<file path="src/crc16_trailer_checker_defines.svh">
// ---------------------------------------------------------------------------
// CRC16 trailer checker assertion macros
// Shared same-cycle/next-cycle implication checks, clocked on clk,
// disabled during reset.
// ---------------------------------------------------------------------------
`ifndef CRC16_TRAILER_CHECKER_DEFINES_SVH
`define CRC16_TRAILER_CHECKER_DEFINES_SVH

// Same-cycle implication.
`define CRC16TC_ASSERT_SAME(lbl, ante, cons) \
  lbl: assert property (@(posedge clk) disable iff (!rst_n) (ante) |-> (cons)) \
    else $error("crc16tc same-cycle check failed");

// Next-cycle implication.
`define CRC16TC_ASSERT_NEXT(lbl, ante, cons) \
  lbl: assert property (@(posedge clk) disable iff (!rst_n) (ante) |=> (cons)) \
    else $error("crc16tc next-cycle check failed");

`endif

</file>
<file path="src/crc16tc_pkg.sv">
// ---------------------------------------------------------------------------
// CRC16 trailer checker package
// Shared types, register indexes and the one-byte CRC update.
// ---------------------------------------------------------------------------
package crc16tc_pkg;

  localparam int unsigned HOLD_BYTES = 2;

  localparam logic [15:0] POLY_RESET = 16'h8005;
  localparam logic [15:0] FADD_RESET = 16'h0000;

  // Configuration register indexes.
  localparam logic CFG_IDX_POLY = 1'b0;
  localparam logic CFG_IDX_FADD = 1'b1;

  // Stream state as seen by the finalize stage.
  typedef struct packed {
    logic        pend;
    logic [15:0] rem;
    logic [7:0]  held0;
    logic [7:0]  held1;
  } crc16tc_snap_t;

  function automatic logic [7:0] bit_rev8(input logic [7:0] b);
    logic [7:0] r;
    for (int i = 0; i < 8; i++) begin
      r[7 - i] = b[i];
    end
    return r;
  endfunction

  // Fold one byte into the remainder: reverse, XOR into the high byte,
  // then eight MSB-first shift steps.
  function automatic logic [15:0] crc_absorb(input logic [15:0] rem,
                                              input logic [7:0]  b,
                                              input logic [15:0] poly);
    logic [15:0] r;
    r = rem ^ {bit_rev8(b), 8'h00};
    for (int i = 0; i < 8; i++) begin
      if (r[15]) begin
        r = {r[14:0], 1'b0} ^ poly;
      end else begin
        r = {r[14:0], 1'b0};
      end
    end
    return r;
  endfunction

endpackage

</file>
<file path="src/crc16tc_stream.sv">
// ---------------------------------------------------------------------------
// CRC16 trailer checker stream stage
// Holds the two-byte delay line and running remainder; flags a pending result.
// ---------------------------------------------------------------------------
`include "crc16_trailer_checker_defines.svh"

module crc16tc_stream (
  input  logic                       clk,
  input  logic                       rst_n,
  input  logic                       in_valid,
  output logic                       in_stall,
  input  logic [7:0]                 in_data_byte,
  input  logic                       in_start_new,
  input  logic                       in_is_last,
  input  logic [15:0]                poly,
  input  logic                       take,
  output crc16tc_pkg::crc16tc_snap_t snap
);

  logic        pend_r, pend_nxt;
  logic [15:0] rem_r, rem_nxt;
  logic [7:0]  held0_r, held0_nxt;
  logic [7:0]  held1_r, held1_nxt;
  logic [1:0]  cnt_r, cnt_nxt;
  logic        in_accept;
  logic [15:0] rem_base;
  logic [7:0]  h0_base, h1_base;
  logic [1:0]  cnt_base;

  assign in_stall  = pend_r & ~take;
  assign in_accept = in_valid & ~in_stall;

  always_comb begin
    // start clears the stream before this byte
    rem_base = in_start_new ? 16'h0000 : rem_r;
    h0_base  = in_start_new ? 8'h00 : held0_r;
    h1_base  = in_start_new ? 8'h00 : held1_r;
    cnt_base = in_start_new ? 2'd0 : cnt_r;

    rem_nxt   = rem_r;
    held0_nxt = held0_r;
    held1_nxt = held1_r;
    cnt_nxt   = cnt_r;
    pend_nxt  = pend_r & ~take;

    if (in_accept) begin
      rem_nxt   = rem_base;
      held0_nxt = h0_base;
      held1_nxt = h1_base;
      if (cnt_base >= 2'(crc16tc_pkg::HOLD_BYTES)) begin
        // oldest byte leaves the delay line and enters the CRC
        rem_nxt   = crc16tc_pkg::crc_absorb(rem_base, h0_base, poly);
        held0_nxt = h1_base;
        held1_nxt = in_data_byte;
        cnt_nxt   = 2'(crc16tc_pkg::HOLD_BYTES);
      end else if (cnt_base == 2'd0) begin
        held0_nxt = in_data_byte;
        cnt_nxt   = 2'd1;
      end else begin
        held1_nxt = in_data_byte;
        cnt_nxt   = 2'd2;
      end
      pend_nxt = in_is_last;
    end
  end

  always_ff @(posedge clk) begin
    if (!rst_n) begin
      pend_r  <= 1'b0;
      rem_r   <= 16'h0000;
      held0_r <= 8'h00;
      held1_r <= 8'h00;
      cnt_r   <= 2'd0;
    end else begin
      pend_r  <= pend_nxt;
      rem_r   <= rem_nxt;
      held0_r <= held0_nxt;
      held1_r <= held1_nxt;
      cnt_r   <= cnt_nxt;
    end
  end

  assign snap.pend  = pend_r;
  assign snap.rem   = rem_r;
  assign snap.held0 = held0_r;
  assign snap.held1 = held1_r;

  `CRC16TC_ASSERT_SAME(a_cnt_range, 1'b1, cnt_r != 2'd3)
  `CRC16TC_ASSERT_NEXT(a_single_byte_stream,
                       in_accept && in_start_new && in_is_last,
                       pend_r && rem_r == 16'h0000 && cnt_r == 2'd1 && held1_r == 8'h00)
  `CRC16TC_ASSERT_SAME(a_stall_needs_pend, in_stall, pend_r)

endmodule

</file>
<file path="config.mk">
export PLATFORM = sky130hd
export DESIGN_NAME = crc16tc_stream
export DESIGN_NICKNAME = d
export VERILOG_FILES = /design/src/crc16tc_pkg.sv /design/src/crc16tc_stream.sv
export VERILOG_INCLUDE_DIRS = /design/src /design/src/src
export SDC_FILE = /design/constraint.sdc
export NUM_CORES = 1
export LEC_CHECK = 0
export BUFFER_PORTS_ARGS = -buffer_cell sky130_fd_sc_hd__buf_2
export CORE_ASPECT_RATIO = 1.2
export CORE_MARGIN = 1
export CORE_UTILIZATION = 60
export CTS_CLUSTER_DIAMETER = 30
export DETAILED_ROUTE_END_ITERATION = 10
export MAX_ROUTING_LAYER = met4
export PLACE_DENSITY = 0.83
export SETUP_SLACK_MARGIN = 0.05
export SYNTH_ARGS = -nofsm -noshare
export SYNTH_HDL_FRONTEND = slang
export SYNTH_SLANG_ARGS = --single-unit
</file>
<file path="constraint.sdc">
create_clock -name clk -period 4.45 [get_ports clk]
set_input_delay 0 -clock clk [delete_from_list [all_inputs] [get_ports clk]]
set_output_delay 0 -clock clk [all_outputs]
set_load 0.05 [all_outputs]
</file>
# ---- Word-level counts from Yosys, hierarchy flattened
# Index checks and enable logic that the tools add are counted.
# Widths: inputs -> output; s select.
dict set report word_totals {
  ff_bits 35
  inputBits 30
  output_inout_bits 34
}
dict set report classes {
  order_cmp 1
  muxes 34
  bitwise_logic 13
  n_reduce_logical 1
}
# op n
set op_table {}
lappend op_table {{$mux 16} 24}
lappend op_table {{$xor 16x16->16} 9}
lappend op_table {{$mux 8} 6}
lappend op_table {{$mux 2} 3}
lappend op_table {{$and 1x1->1} 2}
lappend op_table {{$ge 2x2->1 const B} 1}
lappend op_table {{$logic_not 2->1} 1}
lappend op_table {{$not 1->1} 2}
lappend op_table {{$mux 1} 1}

# ---- Depth between registers and ports, before layout
# Gate-level depths: netlist of the first run.
dict set report depth {
  depth_word 33
  depth_mapped 16
}

# ---- Worst setup path before layout of the first run
# No wires, ideal clock.
dict set report synth_path {
  kind {flip-flop to flip-flop}
  startpoint {register held0_r[0]}
  endpoint {register rem_r[12]}
  setup_time_ns 0.127
  arrival_ns 4.056
  required_ns 4.323
  setup_slack_ns 0.267
  path_stages_with_launch 15
  period_less_slack_ns 4.183
  cell_sequence {dfxtp_1 -> xnor2_1 -> or4_1 -> nand2_1 -> o2111ai_1 -> a311oi_1 -> nor2_2 -> o2111ai_1 -> buf_2 -> clkbuf_1 -> o211ai_1 -> and4_1 -> o211ai_1 -> nor2_1 -> or3b_1}
}
dict set report synth_between {
  elab_chain_len 32
}
# element line
set synth_lines {}
lappend synth_lines {{start: declaration} crc16tc_stream.sv:22} ;# logic [7:0] held0_r, held0_nxt;
lappend synth_lines {{start signal: assignment} crc16tc_stream.sv:77} ;# held0_r <= held0_nxt;
lappend synth_lines {{$mux 8 (*)} crc16tc_stream.sv:36} ;# h0_base = in_start_new ? 8'h00 : held0_r;
lappend synth_lines {{$xor 16x16->16 (*)} crc16tc_pkg.sv:38} ;# r = rem ^ {bit_rev8(b), 8'h00};
lappend synth_lines {{$mux 16 (*)} crc16tc_pkg.sv:40} ;# if (r[15]) begin
lappend synth_lines {{$mux 16 (*)} crc16tc_stream.sv:50} ;# if (cnt_base >= 2'(crc16tc_pkg::HOLD_BYTES)) begin
lappend synth_lines {{$mux 16 (*)} crc16tc_stream.sv:46} ;# if (in_accept) begin
lappend synth_lines {{$xor 16x16->16} crc16tc_pkg.sv:41} ;# r = {r[14:0], 1'b0} ^ poly;
lappend synth_lines {{$mux 16 (*)} crc16tc_pkg.sv:40}
lappend synth_lines {{$mux 16 (*)} crc16tc_stream.sv:50}
lappend synth_lines {{[... 16 more ...]} -}
lappend synth_lines {{$mux 16 (*)} crc16tc_stream.sv:46}
lappend synth_lines {{$xor 16x16->16} crc16tc_pkg.sv:41}
lappend synth_lines {{$mux 16 (*)} crc16tc_pkg.sv:40}
lappend synth_lines {{$mux 16 (*)} crc16tc_stream.sv:50}
lappend synth_lines {{$mux 16 (*)} crc16tc_stream.sv:46}
lappend synth_lines {{$xor 16x16->16} crc16tc_pkg.sv:41}
lappend synth_lines {{$mux 16 (*)} crc16tc_pkg.sv:40}
lappend synth_lines {{$mux 16 (*)} crc16tc_stream.sv:50}
lappend synth_lines {{end signal: assignment} crc16tc_stream.sv:76} ;# rem_r <= rem_nxt;
lappend synth_lines {{end: declaration} crc16tc_stream.sv:21} ;# logic [15:0] rem_r, rem_nxt;
# Every way passes the cells marked *; elsewhere a longest branch is shown, timed or not. The select of a mux whose other input is x is not followed.
# A chain may end at the register's enable or synchronous reset.

# ---- Final worst setup path of the first run
dict set report layout_path {
  startpoint {register held0_r[0]}
  endpoint {register rem_r[10]}
}
# Same word-level chain as after synthesis.

==> results of run 1 <==
-- layout make-up --
cell class / instances / area, sq um
multi-input cells: 511 / 3860
fillers: 554 / 1820
flip-flops and latches: 35 / 704
repair buffers: 105 / 681
well taps: 90 / 113
clock buffers: 6 / 82.6
inverters: 17 / 63.8
clock inverters: 2 / 35.0
-- cells by family after synthesis --
group                     count (synthesis)  synth area share (%)
AOI/OAI and AO/OA                       214                  33.8
xor gates and xnor gates                 64                  16.2
buffers and inverters                    69                  6.48
DFF                                      35                  15.2
muxes                                     7                  1.57
and+or+nand+nor                         224                  26.7
-- synth_stat cells (all sizes together), types with 6 or more instances --
cell type,count,area share [%]
xnor3,9,4.4
nor3,14,1.5
xnor2,39,7.6
o22ai,12,1.6
nand3,13,1.4
inv,17,1.4
a211oi,10,1.6
nor2,42,3.5
nor4,16,2.2
o41ai,10,1.9
o211a,10,2.2
a22oi,16,2.6
dfxtp,35,15
nor2b,11,1.5
o2111ai,6,1.1
a21oi,32,3.5
and3,12,1.6
a211o,9,1.7
o211ai,15,2.7
or3b,8,1.5
nand4,14,2.2
or4,9,1.5
clkbuf,37,3.0
o21ai,42,4.6
and4,11,2.1
buf,15,2.1
xor2,14,3.2
o22a,7,1.3
nand2,50,4.1
-- sequential cells by signal, summed over array words and instances, names as in the netlist --
name     flops
rem_r       16
held0_r      8
held1_r      8
cnt_r        2
pend_r       1
-- worst max-delay path by stage --
| stage | start | depth (start not counted) | to |
|---|---|---|---|
| final | held0_r[0] | 16 | rem_r[10] |
| after global routing | rem_r[15] | 16 | rem_r[9] |
| after CTS | held0_r[0] | 16 | rem_r[10] |
| after detailed placement | held0_r[0] | 14 | rem_r[13] |
| after global placement | held0_r[0] | 14 | rem_r[10] |
| after floorplan | held0_r[0] | 14 | rem_r[12] |
-- routing by layer --
metal / vias to the layer above / part of all wire, % / global-route usage (%)
li1: 2489 / - / -
met1: 2573 / 38 / 47.6
met2: 370 / 48 / 62.4
met3: 77 / 9.9 / 6.82
met4: 0 / 4.1 / 19.2
met5: - / 0 / -
-- metrics by stage --
step	power (mW)	util, %	area (sq um)
final	1.81	75.3	5540
after global placement	1.30	68.5	5040
after floorplan	1.12	-	4610
after global routing	1.90	75.3	5540
after CTS	1.68	71.9	5300
after detailed placement	1.32	68.5	5040
-- power by group --
group | internal (mW) | switching [mW] | total, mW
registers | 0.326 | 0.0140 | 0.340
clock network | 0.182 | 0.134 | 0.316
logic | 0.470 | 0.689 | 1.16
total | 0.978 | 0.837 | 1.81
-- timing repair --
action,4_1_cts,5_1_grt
endpoints found under the setup margin,15,16
pin swaps,1,3
buffers inserted,0,3
endpoints found under the hold margin,7,0
hold buffers,8,0
gates cloned,1,2
resized for setup,6,38
-- worst max-delay path, cell delays in order, from the launching register on --
cell and delay (ns):
dfxtp_2 0.36, buf_4 0.17, xor2_4 0.20, buf_4 0.18
a211oi_4 0.35, nor2_2 0.14, o32a_1 0.43, o211a_4 0.20
buf_4 0.16, mux2i_1 0.23, buf_6 0.25, a211oi_1 0.12
or4_1 0.57, and4_1 0.21, o211ai_1 0.21, nor2_1 0.06
or3b_1 0.37
==> run_results.csv, run 1 <==
group,metric,value,unit
timing,setup_violations,0,
finish,final_layout_size_suffix_gt1_share,22.2,%
critical_path,crit_type,"reg2reg",
worst_hold_path,holdPathStages,3,
detailed_routing,drc_errors,0,
detailed_routing,first_pass_iters,5,
detailed_routing,vias_per_cell,7.19,
yosys,async_reset_ff_share,0,%
power,p_per_area,327,nW/um^2
grt,overflow,0,
timing,tns,0,ns
run_status,violations,"negative hold slack",
detailed_routing,postRouteAntennaNets,0,
yosys,synth_ff_type,"dfxtp_1",
placement,port_buffers,63,
placement,dp_hpwl,10400,um
detailed_routing,wl_per_cell,20.2,um
clocking,cts_tree,"yes",
finish,n_antenna_cell,0,
yosys,ys_seq_area_share,15.2,%
clocking,clk_path_buf_depth,2,
grt,grt_pass1_wl,24100,um
worst_hold_path,hold_class,"in2reg",
floorplan,die_area,8040,sq um
power,leakage,2.33,nW
yosys,syn_area,4610,sq um
timing,relSlewSlack,27.2,%
yosys,yosysWarnings,0,
power,peakVddDrop,0.368,mV
yosys,synth_cell_type_count,73,
critical_path,critPathMaxFanout,21,
placement,pre_cts_ws,-0.139,ns
floorplan,core_area,7360,sq um
job,maxCapViolations,0,
floorplan,rows,34,
detailed_routing,routed_wl,15500,um
critical_path,r2r_cells,16,
grt,antenna_found_initial,0,
yosys,synth_cells,613,
worst_hold_path,hold_end,"held1_r[2]",
clocking,htreeDepth,2,
critical_path,r2r_slack,0.11,ns
finish,final_common_cell,"buf_2",
detailed_routing,drtIter0Drc,602,
floorplan,start_util,62.7,%
grt,grt_max_degree,26,
worst_hold_path,hp-start,"in_data_byte[2]",
finish,nets,705,
yosys,syn_avg_cell_area,7.53,sq um
critical_path,worstSetupStartpointType,"register",
yosys,synth_edf_count,0,
placement,dp_cells,744,
yosys,synth_fp_nets,643,
finish,area_delta_synth_final,20.2,%
critical_path,cp.arrival,4.52,ns
floorplan,die_x,82.0,um
placement,place.gp.congestion,0.963,
critical_path,critPathCaptureType,"register",
timing,hold_viol,1,
finish,finalNonFillerCells,766,
timing,worst_pin_slew,1.08,ns
floorplan,die_h,98.1,um
grt,track_usage,39.5,%
clocking,cts_sinks,35,
timing,whs,-0.000719,ns
timing,period_share,97.6,%
floorplan,io_pins,64,
critical_path,worstPathRequired,4.63,ns
critical_path,r2r-end,"rem_r[10]",
clocking,clk_pin_slew,0.08,ns
timing,fmax,0.230,GHz
timing,min_period,4.34,ns
detailed_routing,vias,5509,
clocking,cts_buffers,5,
timing,worst_slack,0.106,ns
timing,rsz0062_at_grt,"no",
clocking,clock_latency,0.30,ns
critical_path,worstReg2RegStart,"held0_r[0]",
grt,grt_pass1_vias,5108,
finish,final_cell_mix,"buf_2, nand2_1, nor2_1, o21ai_0, xnor2_1",
clocking,root_buffer,"clkbuf_8",
run_status,status,"finished with violations",
yosys,ys_ff_latch,35,
timing,fin_worst_skew,0.00651,ns
timing,drv_slew,0,
(Power assumes the default switching activity.)
==> run 2: changes to the inputs <==
--- a/config.mk
+++ b/config.mk
@@ -13,7 +13,7 @@
 export CTS_CLUSTER_DIAMETER = 30
 export DETAILED_ROUTE_END_ITERATION = 10
 export MAX_ROUTING_LAYER = met4
-export PLACE_DENSITY = 0.83
+export PLACE_DENSITY = 0.85
 export SETUP_SLACK_MARGIN = 0.05
 export SYNTH_ARGS = -nofsm -noshare
 export SYNTH_HDL_FRONTEND = slang
==> run_results.csv, run 2 (synthesis gave the netlist of run 1 again) <==
group,metric,value,unit
run_status,status,"complete, no violations",
finish,final_cell_mix,"buf_2, nand2_1, nor2_1, o21ai_0, xnor2_1",
detailed_routing,routed_wl,15300,um
detailed_routing,vias_per_cell,7.18,
floorplan,start_util,62.7,%
finish,final_util,73.0,%
power,p_seq_share,19.6,%
power,peakVddDrop,0.274,mV
grt,track_usage,40.2,%
clocking,cts_buffers,5,
power,pwr-share-clk,18.0,%
clocking,htreeDepth,2,
power,switchingPower,0.823,mW
floorplan,die_x,82.0,um
placement,pre_cts_ws,-0.0526,ns
finish,nets,698,
critical_path,worstReg2RegStart,"held0_r[2]",
detailed_routing,vias,5450,
clocking,clk_pin_slew,0.09,ns
grt,grt_max_degree,27,
grt,antenna_found_initial,0,
grt,grt_pass1_wl,24600,um
power,p_per_area,323,nW/um^2
floorplan,die_area,8040,sq um
clocking,clk_path_buf_depth,2,
critical_path,critPathLaunch,"held0_r[2]",
detailed_routing,wl_per_cell,20.2,um
detailed_routing,drtIter0Drc,653,
finish,final_layout_size_suffix_gt1_share,19.9,%
finish,n_antenna_cell,0,
finish,finalNonFillerCells,759,
critical_path,crit_type,"reg2reg",
timing,rsz0062_at_grt,"no",
critical_path,critPathMaxFanout,12,
detailed_routing,first_pass_iters,5,
floorplan,die_h,98.1,um
finish,regMostFlops,"rem_r",
placement,place.gp.congestion,0.949,
timing,worst_pin_slew,1.04,ns
grt,grt_pass1_vias,5216,
floorplan,rows,34,
timing,period_share,96.6,%
job,maxCapViolations,0,
clocking,cts_tree,"yes",
finish,seq_area,704,sq um
critical_path,cp.arrival,4.49,ns
placement,dp_hpwl,10500,um
finish,final_common_cell,"buf_2",
critical_path,worstSetupStartpointType,"register",
placement,port_buffers,63,
power,leakage,2.30,nW
critical_path,worstPathRequired,4.64,ns
placement,dp_cells,743,
timing,fin_worst_skew,0.0126,ns
finish,fillCellCount,579,
power,switching_share,47.3,%
timing,relSlewSlack,30.2,%
detailed_routing,postRouteAntennaNets,0,
timing,drv_slew,0,
timing,tns,0,ns
finish,area_delta_synth_final,16.5,%
clocking,root_buffer,"clkbuf_8",
timing,setup_violations,0,
finish,largest_register_ffs,16,
critical_path,r2r_slack,0.15,ns
critical_path,endpoint,"rem_r[12]",
power,p_comb_share,62.4,%
critical_path,critPathCaptureType,"register",
finish,reg_top3,"rem_r: 16 flops, held0_r: 8 flops, held1_r: 8 flops",
floorplan,io_pins,64,
finish,multi_input_area,3760,sq um
timing,fmax,0.233,GHz
critical_path,r2r-end,"rem_r[12]",
timing,min_period,4.30,ns
timing,hold_viol,0,
timing,worst_slack,0.150,ns
critical_path,r2r_cells,14,
clocking,clock_latency,0.30,ns
power,p_int,0.915,mW
worst_hold_path,hold_class,"in2reg",
grt,overflow,0,
worst_hold_path,holdPathStages,3,
detailed_routing,drc_errors,0,
clocking,cts_sinks,35,
floorplan,core_area,7360,sq um
run 2: layout make-up:
type	count	area share (%)
timing repair buffer	99	11.5
inverter	17	1.19
multi-input combinational	510	69.9
tap	90	2.10
sequential	35	13.1
clock buffer	5	1.28
clock inverter	3	0.885
run 2: per-stage QoR:
stage,area (sq um),hold WS [ns],power [mW]
after floorplan,4610,0.147,1.12
after global placement,5040,0.268,1.30
after detailed placement,5040,0.282,1.33
after CTS,5260,0.00670,1.68
after global routing,5370,0.00669,1.82
final,5370,0.00851,1.74
run 2: critical path, stage by stage, from the launching register on:
cell	delay [ns]
dfxtp_1	0.48
xor2_1	0.19
or4_1	0.51
nand2_1	0.23
o2111ai_1	0.25
o211a_1	0.31
and3_1	0.26
a2111oi_4	0.45
buf_4	0.28
buf_4	0.18
o211ai_1	0.12
and4_1	0.26
o211ai_1	0.22
nor2_1	0.05
or3b_1	0.39
run 2: power groups by stage:
stage	registers, mW	clock network [mW]	logic, mW
floorplan	0.381	0	0.737
global placement	0.345	0	0.952
detailed placement	0.346	0	0.983
CTS	0.339	0.315	1.03
global route	0.342	0.328	1.15
finish	0.341	0.313	1.08
run 2: per-layer routing:
metal / global-route usage [%] / share of wire [%] / vias up
met5: - / 0 / -
met4: 23.1 / 5.7 / 0
met3: 7.10 / 9.8 / 96
met2: 62.7 / 47 / 376
met1: 47.4 / 37 / 2503
li1: - / - / 2475
run 2: worst min-delay path by stage:
stage	end	slack [ns]	from
floorplan	pend_r	0.15	in_valid
global placement	pend_r	0.27	in_is_last
detailed placement	held1_r[4]	0.28	in_data_byte[4]
CTS	held1_r[1]	0.007	in_data_byte[1]
global route	held1_r[5]	0.007	in_data_byte[5]
finish	held1_r[6]	0.009	in_data_byte[6]
run 2: timing repair:
item | 4_1_cts | 5_1_grt
hold buffers | 7 | 0
resized for setup | 4 | 20
pin swaps | 1 | 0
setup buffers | 0 | 0
endpoints found under the setup margin | 12 | 16
hold endpoints to repair | 6 | 0
cloned | 1 | 0
